`config.mk`:
```
export PLATFORM = sky130hd
export DESIGN_NAME = ema_deadband_reporter_flat
export DESIGN_NICKNAME = d
export VERILOG_FILES = /design/src/rtl/edr_pkg.sv /design/src/rtl/edr_sample_if.sv /design/src/rtl/edr_report_if.sv /design/src/rtl/edr_lane.sv /design/src/rtl/ema_deadband_reporter.sv /design/src/flat_wrapper.sv
export SDC_FILE = /design/constraint.sdc
export NUM_CORES = 2
export LEC_CHECK = 0
export BUFFER_PORTS_ARGS = -buffer_cell sky130_fd_sc_hd__buf_4
export CORE_MARGIN = 2
export CORE_UTILIZATION = 23
export DETAILED_ROUTE_END_ITERATION = 7
export PLACE_DENSITY = 0.4
export REMOVE_ABC_BUFFERS = 1
export SETUP_SLACK_MARGIN = 0.4
export SLEW_MARGIN = 0
export SYNTH_ARGS = -nofsm -noshare
export SYNTH_HDL_FRONTEND = slang
export SYNTH_SLANG_ARGS = --single-unit
```
`constraint.sdc`:
```
create_clock -name clk -period 12.2 [get_ports clk]
set_input_delay 0.61 -clock clk [delete_from_list [all_inputs] [get_ports clk]]
set_output_delay 0.61 -clock clk [all_outputs]
set_load 0.05 [all_outputs]
```
`src/rtl/edr_pkg.sv`:
```
// Shared types and constants for the EMA deadband reporter.
// Depends on nothing; imported by the channel interfaces, the lane and the top level.
`timescale 1ns / 1ps

package edr_pkg;

	localparam int ALPHA_W     = 9;
	localparam int ALPHA_SHIFT = 8;
	localparam logic [ALPHA_W-1:0] ALPHA_ONE = 9'd256;

	localparam int TEMP_W  = 11;
	localparam int HUMID_W = 10;

	localparam int GAS_RANGE_W   = 12;
	localparam int FLAME_RANGE_W = 12;
	localparam int TEMP_RANGE_W  = 11;
	localparam int HUMID_RANGE_W = 10;

	localparam int CFG_IDX_W  = 3;
	localparam int CFG_DATA_W = 12;

	localparam int LANES = 4;

	typedef enum logic [CFG_IDX_W-1:0] {
		REG_GAS_ALPHA   = 3'd0,
		REG_FLAME_ALPHA = 3'd1,
		REG_TEMP_ALPHA  = 3'd2,
		REG_HUMID_ALPHA = 3'd3,
		REG_GAS_RANGE   = 3'd4,
		REG_FLAME_RANGE = 3'd5,
		REG_TEMP_RANGE  = 3'd6,
		REG_HUMID_RANGE = 3'd7
	} cfg_reg_t;

	typedef struct packed {
		logic upd;
		logic commit;
	} lane_ctl_t;

	typedef struct packed {
		logic seeded;
		logic sent;
		logic want;
	} lane_stat_t;

	function automatic logic [ALPHA_W-1:0] clamp_alpha(input logic [ALPHA_W-1:0] a);
		return (a > ALPHA_ONE) ? ALPHA_ONE : a;
	endfunction

endpackage

```
`src/rtl/edr_sample_if.sv`:
```
// Sample channel: valid/ready handshake carrying one sensor sample set per word.
// Depends on edr_pkg for the climate field widths.
`timescale 1ns / 1ps

interface edr_sample_if import edr_pkg::*; #(
	parameter int ADC_BITS = 12
);
	logic                       valid;
	logic                       ready;
	logic        [ADC_BITS-1:0] gas_raw;
	logic        [ADC_BITS-1:0] flame_raw;
	logic signed [TEMP_W-1:0]   temp_tenths;
	logic        [HUMID_W-1:0]  humid_tenths;
	logic                       climate_ok;
	logic        [31:0]         now_ms;
	logic                       tx_ready;

	modport source (output valid, gas_raw, flame_raw, temp_tenths, humid_tenths,
		climate_ok, now_ms, tx_ready, input ready);
	modport sink (input valid, gas_raw, flame_raw, temp_tenths, humid_tenths,
		climate_ok, now_ms, tx_ready, output ready);
endinterface

```
`src/rtl/edr_report_if.sv`:
```
// Report channel: valid/ready handshake carrying the four averages per word.
// Depends on edr_pkg for the climate field widths.
`timescale 1ns / 1ps

interface edr_report_if import edr_pkg::*; #(
	parameter int ADC_BITS  = 12,
	parameter int FRAC_BITS = 8
);
	logic                                valid;
	logic                                ready;
	logic        [ADC_BITS+FRAC_BITS-1:0] gas_ema;
	logic        [ADC_BITS+FRAC_BITS-1:0] flame_ema;
	logic signed [TEMP_W+FRAC_BITS-1:0]   temp_ema;
	logic        [HUMID_W+FRAC_BITS-1:0]  humid_ema;
	logic                                temp_valid;
	logic                                humid_valid;

	modport source (output valid, gas_ema, flame_ema, temp_ema, humid_ema,
		temp_valid, humid_valid, input ready);
	modport sink (input valid, gas_ema, flame_ema, temp_ema, humid_ema,
		temp_valid, humid_valid, output ready);
endinterface

```
`src/rtl/edr_lane.sv`:
```
// One averaging lane: fixed-point EMA update, last-sent value and deadband test.
// Depends on edr_pkg for the control and status structs.
`timescale 1ns / 1ps

module edr_lane import edr_pkg::*; #(
	parameter int XW        = 12,
	parameter bit XS        = 1'b0,
	parameter int RW        = 12,
	parameter int FRAC_BITS = 8
) (
	input  logic                    clk,
	input  logic                    arst_n,
	input  lane_ctl_t               ctl,
	input  logic [XW-1:0]           x,
	input  logic [ALPHA_W-1:0]      alpha,
	input  logic [RW-1:0]           range_lim,
	output logic [XW+FRAC_BITS-1:0] avg,
	output lane_stat_t              stat
);
	localparam int AW = XW + FRAC_BITS;
	localparam int PW = AW + ALPHA_W + 3;

	logic [AW-1:0] avg_q;
	logic [AW-1:0] last_q;
	logic          seeded_q;
	logic          sent_q;

	logic signed [PW-1:0] x_p, target_p, avg_p, last_p, a_p, diff_p, prod_p, step_p, sum_p;
	logic signed [PW-1:0] d_p, mag_p, thresh_p;

	always_comb begin
		x_p      = XS ? $signed({{(PW-XW){x[XW-1]}}, x}) : $signed({{(PW-XW){1'b0}}, x});
		avg_p    = XS ? $signed({{(PW-AW){avg_q[AW-1]}}, avg_q})
			: $signed({{(PW-AW){1'b0}}, avg_q});
		last_p   = XS ? $signed({{(PW-AW){last_q[AW-1]}}, last_q})
			: $signed({{(PW-AW){1'b0}}, last_q});
		target_p = x_p <<< FRAC_BITS;
		a_p      = $signed({{(PW-ALPHA_W){1'b0}}, clamp_alpha(alpha)});
		diff_p   = target_p - avg_p;
		prod_p   = a_p * diff_p;
		step_p   = prod_p >>> ALPHA_SHIFT;
		sum_p    = avg_p + step_p;
		d_p      = avg_p - last_p;
		mag_p    = d_p[PW-1] ? -d_p : d_p;
		thresh_p = $signed({{(PW-RW-FRAC_BITS){1'b0}}, range_lim, {FRAC_BITS{1'b0}}});
	end

	always_ff @(posedge clk or negedge arst_n) begin
		if (!arst_n) begin
			avg_q    <= '0;
			seeded_q <= 1'b0;
		end else if (ctl.upd) begin
			avg_q    <= seeded_q ? sum_p[AW-1:0] : target_p[AW-1:0];
			seeded_q <= 1'b1;
		end
	end

	always_ff @(posedge clk or negedge arst_n) begin
		if (!arst_n) begin
			last_q <= '0;
			sent_q <= 1'b0;
		end else if (ctl.commit && seeded_q) begin
			last_q <= avg_q;
			sent_q <= 1'b1;
		end
	end

	assign avg         = avg_q;
	assign stat.seeded = seeded_q;
	assign stat.sent   = sent_q;
	assign stat.want   = seeded_q && (!sent_q || ($unsigned(mag_p) > $unsigned(thresh_p)));

endmodule

```
`src/rtl/ema_deadband_reporter.sv`:
```
// Top level: configuration registers, four averaging lanes, report merge and output register.
// Depends on edr_pkg, edr_sample_if, edr_report_if and edr_lane.
`timescale 1ns / 1ps
//
//  channel  | direction | handshake    | word
//  sample   | in        | valid/ready  | gas, flame, temp, humid, climate_ok, now_ms, tx_ready
//  report   | out       | valid/ready  | four averages, temp_valid, humid_valid
//  cfg      | in        | cfg_we       | cfg_index, cfg_data, no read-back
//
//  One sample word per cycle unless a held report stalls the second stage; a report that
//  the second stage sends is loaded into the output register. First stage: lane multiply-add
//  updates the averages. Second stage: deadband tests, gap check, merge and last-sent update,
//  result into the output register. Reset clears all averages, last-sent values, seeded and
//  sent flags and the send time. A held report stalls the second stage only when that stage also has a report to give.

module ema_deadband_reporter import edr_pkg::*; #(
	parameter logic [31:0] MIN_GAP_MS = 32'd5000,
	parameter int          FRAC_BITS  = 8,
	parameter int          ADC_BITS   = 12
) (
	input  logic                  clk,
	input  logic                  arst_n,
	edr_sample_if.sink            sample,
	edr_report_if.source          report,
	input  logic                  cfg_we,
	input  logic [CFG_IDX_W-1:0]  cfg_index,
	input  logic [CFG_DATA_W-1:0] cfg_data
);
	localparam int GW = ADC_BITS + FRAC_BITS;
	localparam int TW = TEMP_W + FRAC_BITS;
	localparam int HW = HUMID_W + FRAC_BITS;

	logic [ALPHA_W-1:0]       gas_alpha_q, flame_alpha_q, temp_alpha_q, humid_alpha_q;
	logic [GAS_RANGE_W-1:0]   gas_range_q;
	logic [FLAME_RANGE_W-1:0] flame_range_q;
	logic [TEMP_RANGE_W-1:0]  temp_range_q;
	logic [HUMID_RANGE_W-1:0] humid_range_q;

	always_ff @(posedge clk or negedge arst_n) begin
		if (!arst_n) begin
			gas_alpha_q   <= 9'd77;
			flame_alpha_q <= 9'd64;
			temp_alpha_q  <= 9'd38;
			humid_alpha_q <= 9'd51;
			gas_range_q   <= 12'd15;
			flame_range_q <= 12'd15;
			temp_range_q  <= 11'd5;
			humid_range_q <= 10'd20;
		end else if (cfg_we) begin
			case (cfg_reg_t'(cfg_index))
				REG_GAS_ALPHA:   gas_alpha_q   <= cfg_data[ALPHA_W-1:0];
				REG_FLAME_ALPHA: flame_alpha_q <= cfg_data[ALPHA_W-1:0];
				REG_TEMP_ALPHA:  temp_alpha_q  <= cfg_data[ALPHA_W-1:0];
				REG_HUMID_ALPHA: humid_alpha_q <= cfg_data[ALPHA_W-1:0];
				REG_GAS_RANGE:   gas_range_q   <= cfg_data[GAS_RANGE_W-1:0];
				REG_FLAME_RANGE: flame_range_q <= cfg_data[FLAME_RANGE_W-1:0];
				REG_TEMP_RANGE:  temp_range_q  <= cfg_data[TEMP_RANGE_W-1:0];
				REG_HUMID_RANGE: humid_range_q <= cfg_data[HUMID_RANGE_W-1:0];
				default: ;
			endcase
		end
	end

	logic        valid_s1;
	logic [31:0] now_s1;
	logic        tx_ready_s1;
	logic [31:0] last_send_q;
	logic        out_valid_q;

	logic        in_accept, s1_move, send, commit, gap_ok;
	lane_ctl_t   ctl_clk, ctl_fast;
	lane_stat_t  stat [LANES];
	logic [LANES-1:0] want, seeded, sent;

	logic [GW-1:0] gas_avg, flame_avg;
	logic [TW-1:0] temp_avg;
	logic [HW-1:0] humid_avg;

	assign in_accept = sample.valid && sample.ready;
	assign gap_ok    = (now_s1 - last_send_q) >= MIN_GAP_MS;
	assign send      = valid_s1 && gap_ok && (|want);
	assign s1_move   = valid_s1 && (!send || !out_valid_q || report.ready);
	assign commit    = s1_move && send && tx_ready_s1;
	assign sample.ready = !valid_s1 || s1_move;

	assign ctl_fast.upd    = in_accept;
	assign ctl_fast.commit = commit;
	assign ctl_clk.upd     = in_accept && sample.climate_ok;
	assign ctl_clk.commit  = commit;

	edr_lane #(.XW(ADC_BITS), .XS(1'b0), .RW(GAS_RANGE_W), .FRAC_BITS(FRAC_BITS)) u_gas (
		.clk(clk), .arst_n(arst_n), .ctl(ctl_fast), .x(sample.gas_raw),
		.alpha(gas_alpha_q), .range_lim(gas_range_q), .avg(gas_avg), .stat(stat[0])
	);
	edr_lane #(.XW(ADC_BITS), .XS(1'b0), .RW(FLAME_RANGE_W), .FRAC_BITS(FRAC_BITS)) u_flame (
		.clk(clk), .arst_n(arst_n), .ctl(ctl_fast), .x(sample.flame_raw),
		.alpha(flame_alpha_q), .range_lim(flame_range_q), .avg(flame_avg), .stat(stat[1])
	);
	edr_lane #(.XW(TEMP_W), .XS(1'b1), .RW(TEMP_RANGE_W), .FRAC_BITS(FRAC_BITS)) u_temp (
		.clk(clk), .arst_n(arst_n), .ctl(ctl_clk), .x(sample.temp_tenths),
		.alpha(temp_alpha_q), .range_lim(temp_range_q), .avg(temp_avg), .stat(stat[2])
	);
	edr_lane #(.XW(HUMID_W), .XS(1'b0), .RW(HUMID_RANGE_W), .FRAC_BITS(FRAC_BITS)) u_humid (
		.clk(clk), .arst_n(arst_n), .ctl(ctl_clk), .x(sample.humid_tenths),
		.alpha(humid_alpha_q), .range_lim(humid_range_q), .avg(humid_avg), .stat(stat[3])
	);

	always_comb begin
		for (int i = 0; i < LANES; i++) begin
			want[i]   = stat[i].want;
			seeded[i] = stat[i].seeded;
			sent[i]   = stat[i].sent;
		end
	end

	always_ff @(posedge clk or negedge arst_n) begin
		if (!arst_n) begin
			valid_s1    <= 1'b0;
			last_send_q <= '0;
			out_valid_q <= 1'b0;
		end else begin
			if (in_accept)
				valid_s1 <= 1'b1;
			else if (s1_move)
				valid_s1 <= 1'b0;
			if (commit)
				last_send_q <= now_s1;
			if (s1_move && send)
				out_valid_q <= 1'b1;
			else if (report.ready)
				out_valid_q <= 1'b0;
		end
	end

	always_ff @(posedge clk) begin
		if (in_accept) begin
			now_s1      <= sample.now_ms;
			tx_ready_s1 <= sample.tx_ready;
		end
	end

	logic [GW-1:0]        gas_out_q, flame_out_q;
	logic signed [TW-1:0] temp_out_q;
	logic [HW-1:0]        humid_out_q;
	logic                 temp_vld_q, humid_vld_q;

	always_ff @(posedge clk) begin
		if (s1_move && send) begin
			gas_out_q   <= gas_avg;
			flame_out_q <= flame_avg;
			temp_out_q  <= seeded[2] ? $signed(temp_avg) : '0;
			humid_out_q <= seeded[3] ? humid_avg : '0;
			temp_vld_q  <= seeded[2];
			humid_vld_q <= seeded[3];
		end
	end

	assign report.valid       = out_valid_q;
	assign report.gas_ema     = gas_out_q;
	assign report.flame_ema   = flame_out_q;
	assign report.temp_ema    = temp_out_q;
	assign report.humid_ema   = humid_out_q;
	assign report.temp_valid  = temp_vld_q;
	assign report.humid_valid = humid_vld_q;

	a_commit_shows: assert property (@(posedge clk) disable iff (!arst_n)
		s1_move && send |=> out_valid_q)
		else $error("report not registered after send");
	a_send_time: assert property (@(posedge clk) disable iff (!arst_n)
		commit |=> last_send_q == $past(now_s1))
		else $error("send time not updated on commit");
	a_sent_cover: assert property (@(posedge clk) disable iff (!arst_n)
		commit |=> (sent & $past(seeded)) == $past(seeded))
		else $error("seeded channel not marked sent");
	a_hold_report: assert property (@(posedge clk) disable iff (!arst_n)
		out_valid_q && !report.ready |=> out_valid_q && $stable(gas_out_q))
		else $error("held report dropped or changed");
	a_no_overrun: assert property (@(posedge clk) disable iff (!arst_n)
		out_valid_q && !report.ready && send |-> !s1_move)
		else $error("report overwrites a held report");

endmodule
```
`src/flat_wrapper.sv`:
```
// flat-port wrapper written by rule: the top's interface ports become plain ports
module ema_deadband_reporter_flat import edr_pkg::*;
#(
	parameter logic [31:0] MIN_GAP_MS = 32'd5000,
	parameter int          FRAC_BITS  = 8,
	parameter int          ADC_BITS   = 12
)
  (clk, arst_n, cfg_we, cfg_index, cfg_data, sample_valid, sample_gas_raw, sample_flame_raw, sample_temp_tenths, sample_humid_tenths, sample_climate_ok, sample_now_ms, sample_tx_ready, sample_ready, report_valid, report_gas_ema, report_flame_ema, report_temp_ema, report_humid_ema, report_temp_valid, report_humid_valid, report_ready);
  edr_sample_if #(.ADC_BITS(ADC_BITS)) sample_i ();
  edr_report_if #(.ADC_BITS(ADC_BITS), .FRAC_BITS(FRAC_BITS)) report_i ();
  input  logic clk;
  input  logic arst_n;
  input  logic cfg_we;
  input  logic [CFG_IDX_W-1:0] cfg_index;
  input  logic [CFG_DATA_W-1:0] cfg_data;
  input wire logic [$bits(sample_i.valid)-1:0] sample_valid;
  input wire logic [$bits(sample_i.gas_raw)-1:0] sample_gas_raw;
  input wire logic [$bits(sample_i.flame_raw)-1:0] sample_flame_raw;
  input wire logic [$bits(sample_i.temp_tenths)-1:0] sample_temp_tenths;
  input wire logic [$bits(sample_i.humid_tenths)-1:0] sample_humid_tenths;
  input wire logic [$bits(sample_i.climate_ok)-1:0] sample_climate_ok;
  input wire logic [$bits(sample_i.now_ms)-1:0] sample_now_ms;
  input wire logic [$bits(sample_i.tx_ready)-1:0] sample_tx_ready;
  output wire logic [$bits(sample_i.ready)-1:0] sample_ready;
  output wire logic [$bits(report_i.valid)-1:0] report_valid;
  output wire logic [$bits(report_i.gas_ema)-1:0] report_gas_ema;
  output wire logic [$bits(report_i.flame_ema)-1:0] report_flame_ema;
  output wire logic [$bits(report_i.temp_ema)-1:0] report_temp_ema;
  output wire logic [$bits(report_i.humid_ema)-1:0] report_humid_ema;
  output wire logic [$bits(report_i.temp_valid)-1:0] report_temp_valid;
  output wire logic [$bits(report_i.humid_valid)-1:0] report_humid_valid;
  input wire logic [$bits(report_i.ready)-1:0] report_ready;
  assign sample_i.valid = sample_valid;
  assign sample_i.gas_raw = sample_gas_raw;
  assign sample_i.flame_raw = sample_flame_raw;
  assign sample_i.temp_tenths = sample_temp_tenths;
  assign sample_i.humid_tenths = sample_humid_tenths;
  assign sample_i.climate_ok = sample_climate_ok;
  assign sample_i.now_ms = sample_now_ms;
  assign sample_i.tx_ready = sample_tx_ready;
  assign sample_ready = sample_i.ready;
  assign report_valid = report_i.valid;
  assign report_gas_ema = report_i.gas_ema;
  assign report_flame_ema = report_i.flame_ema;
  assign report_temp_ema = report_i.temp_ema;
  assign report_humid_ema = report_i.humid_ema;
  assign report_temp_valid = report_i.temp_valid;
  assign report_humid_valid = report_i.humid_valid;
  assign report_i.ready = report_ready;
  ema_deadband_reporter #(.MIN_GAP_MS(MIN_GAP_MS), .FRAC_BITS(FRAC_BITS), .ADC_BITS(ADC_BITS)) u_core (.clk(clk), .arst_n(arst_n), .sample(sample_i), .report(report_i), .cfg_we(cfg_we), .cfg_index(cfg_index), .cfg_data(cfg_data));
endmodule
```
==> impl_results.html <==
<table>
<tr><th>Metric</th><th>Value</th></tr>
<tr><th colspan="2">Run status</th></tr>
<tr><td>Result of the run</td><td>completed</td></tr>
<tr><th colspan="2">Detailed routing</th></tr>
<tr><td>Number of optimization iterations in the first detailed-route pass</td><td>7</td></tr>
<tr><td>Vias</td><td>39.88k</td></tr>
<tr><td>Post-detailed-route DRC marker count</td><td>0</td></tr>
<tr><td>DRC marker count from the first detailed-route iteration</td><td>2249</td></tr>
<tr><td>Via-to-Cell Ratio</td><td>4.462</td></tr>
<tr><td>Detailed-route wire length</td><td>171200 µm</td></tr>
<tr><td>Number of nets with antenna violations after detailed routing</td><td>0</td></tr>
<tr><td>Routed WL per cell</td><td>19.16 µm</td></tr>
<tr><th colspan="2">Timing</th></tr>
<tr><td>Total negative setup slack</td><td>0 ns</td></tr>
<tr><td>Tcrit/Tclk final</td><td>0.8438</td></tr>
<tr><td>Final critical-path required period</td><td>10.29 ns</td></tr>
<tr><td>Worst rel slew slack</td><td>0.1088</td></tr>
<tr><td>Largest clock skew in the final design</td><td>0.04407 ns</td></tr>
<tr><td>Max Slew Vio Count</td><td>0</td></tr>
<tr><td>Number of setup violations in the final report</td><td>0</td></tr>
<tr><td>Count of final hold-check violations</td><td>0</td></tr>
<tr><td>Setup repair after global routing missed its margin</td><td>false</td></tr>
<tr><td>Transition time at the pin with the least slew margin</td><td>1.337 ns</td></tr>
<tr><td>Top achievable clock speed</td><td>97.14 MHz</td></tr>
<tr><th colspan="2">CTS</th></tr>
<tr><td>TritonCTS clock tree</td><td>yes</td></tr>
<tr><td>Buffer count from post-CTS setup fixing</td><td>0</td></tr>
<tr><td>Post_cts resized</td><td>0</td></tr>
<tr><td>Clock buffer count from CTS</td><td>52</td></tr>
<tr><td>Clock latency at the later pin of the worst-skew pair</td><td>0.70 ns</td></tr>
<tr><td>Count of hold-fix buffers inserted at cts</td><td>1</td></tr>
<tr><td>Number of sinks handled by clock tree synthesis</td><td>384</td></tr>
<tr><td>Clock transition at the register clock pins on the worst setup and hold paths after CTS</td><td>0.06 ns</td></tr>
<tr><td>CTS max path bufs</td><td>3</td></tr>
<tr><td>Root Buffer Master</td><td>sky130_fd_sc_hd__clkbuf_16</td></tr>
<tr><td>H-tree level count</td><td>2</td></tr>
<tr><th colspan="2">Setup path</th></tr>
<tr><td>Critical Path Max Stage Delay</td><td>1.00 ns</td></tr>
<tr><td>Capturing element type of the critical path</td><td>flop</td></tr>
<tr><td>Source of the critical timing path</td><td>u_core.u_gas.avg[8]</td></tr>
<tr><td>Slowest cell on the critical path</td><td>sky130_fd_sc_hd__a2111oi_0</td></tr>
<tr><td>Classification of the worst setup path</td><td>reg -&gt; reg</td></tr>
<tr><td>Data arrival time at the worst-slack endpoint</td><td>10.88 ns</td></tr>
<tr><td>Cell mode on critical path</td><td>sky130_fd_sc_hd__fa_1</td></tr>
<tr><td>Reg-to-Reg Start</td><td>u_core.u_gas.avg[8]</td></tr>
<tr><td>Critical path data required time</td><td>12.78 ns</td></tr>
<tr><td>Maximum fanout count along the critical path</td><td>6</td></tr>
<tr><td>Kind of launch point of the worst setup path</td><td>flop</td></tr>
<tr><th colspan="2">Final layout</th></tr>
<tr><td>Growth of design area from synthesis to finish</td><td>13.54%</td></tr>
<tr><td>Share of layout cells above drive strength 1</td><td>0.08611</td></tr>
<tr><td>Net count, final</td><td>7078</td></tr>
<tr><th colspan="2">Floorplan</th></tr>
<tr><td>I/O Pins</td><td>180</td></tr>
<tr><td>Die Height</td><td>478.4 µm</td></tr>
<tr><td>Horizontal extent of the die</td><td>478.4 µm</td></tr>
<tr><td>Starting density of the core</td><td>0.2308</td></tr>
<tr><td>Core ar.</td><td>224200 µm²</td></tr>
<tr><td>Die Footprint</td><td>228800 µm²</td></tr>
<tr><td>Core Rows</td><td>174</td></tr>
<tr><th colspan="2">Synthesis</th></tr>
<tr><td>Syn Std Cell Area</td><td>51760 µm²</td></tr>
<tr><td>Distinct cell type count after synthesis</td><td>87</td></tr>
<tr><td>Synth top area share</td><td>0.2181</td></tr>
<tr><td>Proportion of synthesized chip area in sequential cells</td><td>0.1970</td></tr>
<tr><td>Async SR Flop Fraction</td><td>0.7109</td></tr>
<tr><td>Count of flip-flops with a built-in enable after synthesis</td><td>111</td></tr>
<tr><td>Post-synth top area cell</td><td>sky130_fd_sc_hd__fa_1</td></tr>
<tr><td>Main area contributors after synthesis</td><td>sky130_fd_sc_hd__fa_1, sky130_fd_sc_hd__ha_1, sky130_fd_sc_hd__dfrtp_1</td></tr>
<tr><td>Synth warn</td><td>0</td></tr>
<tr><td>Avg Inst Size Synth</td><td>9.025 µm²</td></tr>
<tr><td>Post-synth top flop</td><td>sky130_fd_sc_hd__dfrtp_1</td></tr>
<tr><td>Total of flip-flops plus latches after synthesis</td><td>384</td></tr>
<tr><td>Post-Synthesis Cells</td><td>5735</td></tr>
<tr><th colspan="2">Placed design</th></tr>
<tr><td>RePlAce Congestion</td><td>0.8404</td></tr>
<tr><td># port buffers</td><td>179</td></tr>
<tr><td>Placed wire-length estimate after detailed placement</td><td>135500 µm</td></tr>
<tr><th colspan="2">Global route</th></tr>
<tr><td>Initial antenna violation count</td><td>12</td></tr>
<tr><td>Global routing usage summed across all routing layers</td><td>0.1504</td></tr>
<tr><td>Number of global-route vias before repair</td><td>41.80k</td></tr>
<tr><td>Largest net degree at the start of global routing</td><td>60</td></tr>
<tr><td>Total congestion overflow after global routing</td><td>0</td></tr>
<tr><td>First-pass GRT wire length</td><td>265400 µm</td></tr>
<tr><th colspan="2">Min path</th></tr>
<tr><td>Min-delay worst type</td><td>in -&gt; reg</td></tr>
<tr><td>Min-delay src</td><td>sample_now_ms[6]</td></tr>
<tr><th colspan="2">Run</th></tr>
<tr><td>Number of violations of the max-capacitance limit</td><td>0</td></tr>
</table>
## metal layers
metal  part of all wire  GRT usage  routed length [µm]  vias up
met5            0.00015          0                  25        -
met4              0.018    0.02705                3115        4
met3              0.034    0.01461                5868      152
met2               0.46     0.2447               78580      718
met1               0.49     0.2166               83640    19890
li1                   -          -                   -    19120
## layout make-up
type                            count  area [µm²]
Tap cell                         2992        3744
Multi-Input combinational cell   4265       37510
Clock inverter                     26       350.3
Timing Repair Buffer              252        1914
Clock buffer                       72        1499
Sequential cell                   384       10200
Fill cell                       24370      165500
Inverter                          947        3555
Antenna cell                        1       2.502
## cells in the mapped netlist, drive strengths merged (29+ instances only)
cell and number:
a21o 64, a21oi 201, a31oi 29, and2 115
and3 34, clkbuf 114, dfrtp 249, edfxtp 111
fa 564, ha 513, inv 947, mux2 116
mux2i 193, nand2 542, nand2b 67, nand3 78
nand4 29, nor2 531, nor2b 103, nor3 102
o21a 64, o21ai 142, or3 51, xnor2 278
xor2 100
## sequential cells by signal, indices dropped and copies added, names as in the netlist, 19 cells and up
name	cells
u_core.report.temp_ema	19
u_core.u_flame.avg	20
u_core.report.flame_ema	20
u_core.u_flame.last_q	20
u_core.last_send_q	32
u_core.u_gas.avg	20
u_core.u_gas.last_q	20
u_core.now_s1	32
u_core.report.gas_ema	20
u_core.u_temp.avg	19
u_core.u_temp.last_q	19
## layout by cell type, fill, tap and decap left out, drive strengths merged, types with 142 or more instances in the layout
cell type  count
a21oi        201
buf          251
dfrtp        249
fa           564
ha           513
inv          951
mux2i        193
nand2        542
nor2         531
o21ai        142
xnor2        278
## logic make-up after synthesis
kind of cell,Yosys count,synth area share
flops,384,0.1970
xor+xnor,380,0.06483
compound gates,736,0.09353
buf+inv,1086,0.07985
mux,309,0.06256
fa+ha+maj,1077,0.3422
simple gates,1763,0.1601
## worst max-delay path, delay by kind of cell (launching register included)
kind                       cells  cell delay (ns)
buffers and inverters          4             0.27
AOI/OAI and AO/OA             10             2.66
adders and majority gates      8             3.62
and+or+nand+nor               10             1.90
muxes                          1             0.29
DFF                            1             0.44
xor gates and xnor gates       3             0.98
## per-stage QoR
stage	area (µm²)	util	hold slack (ns)	worst slack (ns)	instances
after global routing	58770	0.2621	0.08240	1.270	8939
after floorplan	51180	-	0.3144	1.582	5596
after detailed placement	56900	0.2538	0.4557	1.837	8839
after CTS	58760	0.2620	0.05975	1.928	8938
final	58770	0.2621	0.1138	1.906	8939
after global placement	56900	0.2538	0.4488	1.752	8839
## path summary, 6_finish.rpt
kind	endpoint	slack [ns]	cells past startpoint
setup / recovery	u_core.u_gas.avg[19]	1.91	36
hold / removal	u_core.now_s1[6]	0.11	1
setup reg to reg	u_core.u_gas.avg[19]	1.91	36
hold reg to reg	u_core.u_gas.sent_q	0.48	1
max in group asynchronous	u_core.u_gas.seeded_q	9.62	4
min in group asynchronous	u_core.last_send_q[2]	0.49	2
Power is left out: the tool's default activity adds up to more than one toggle a clock period on the data nets, which glitch-free logic cannot reach.
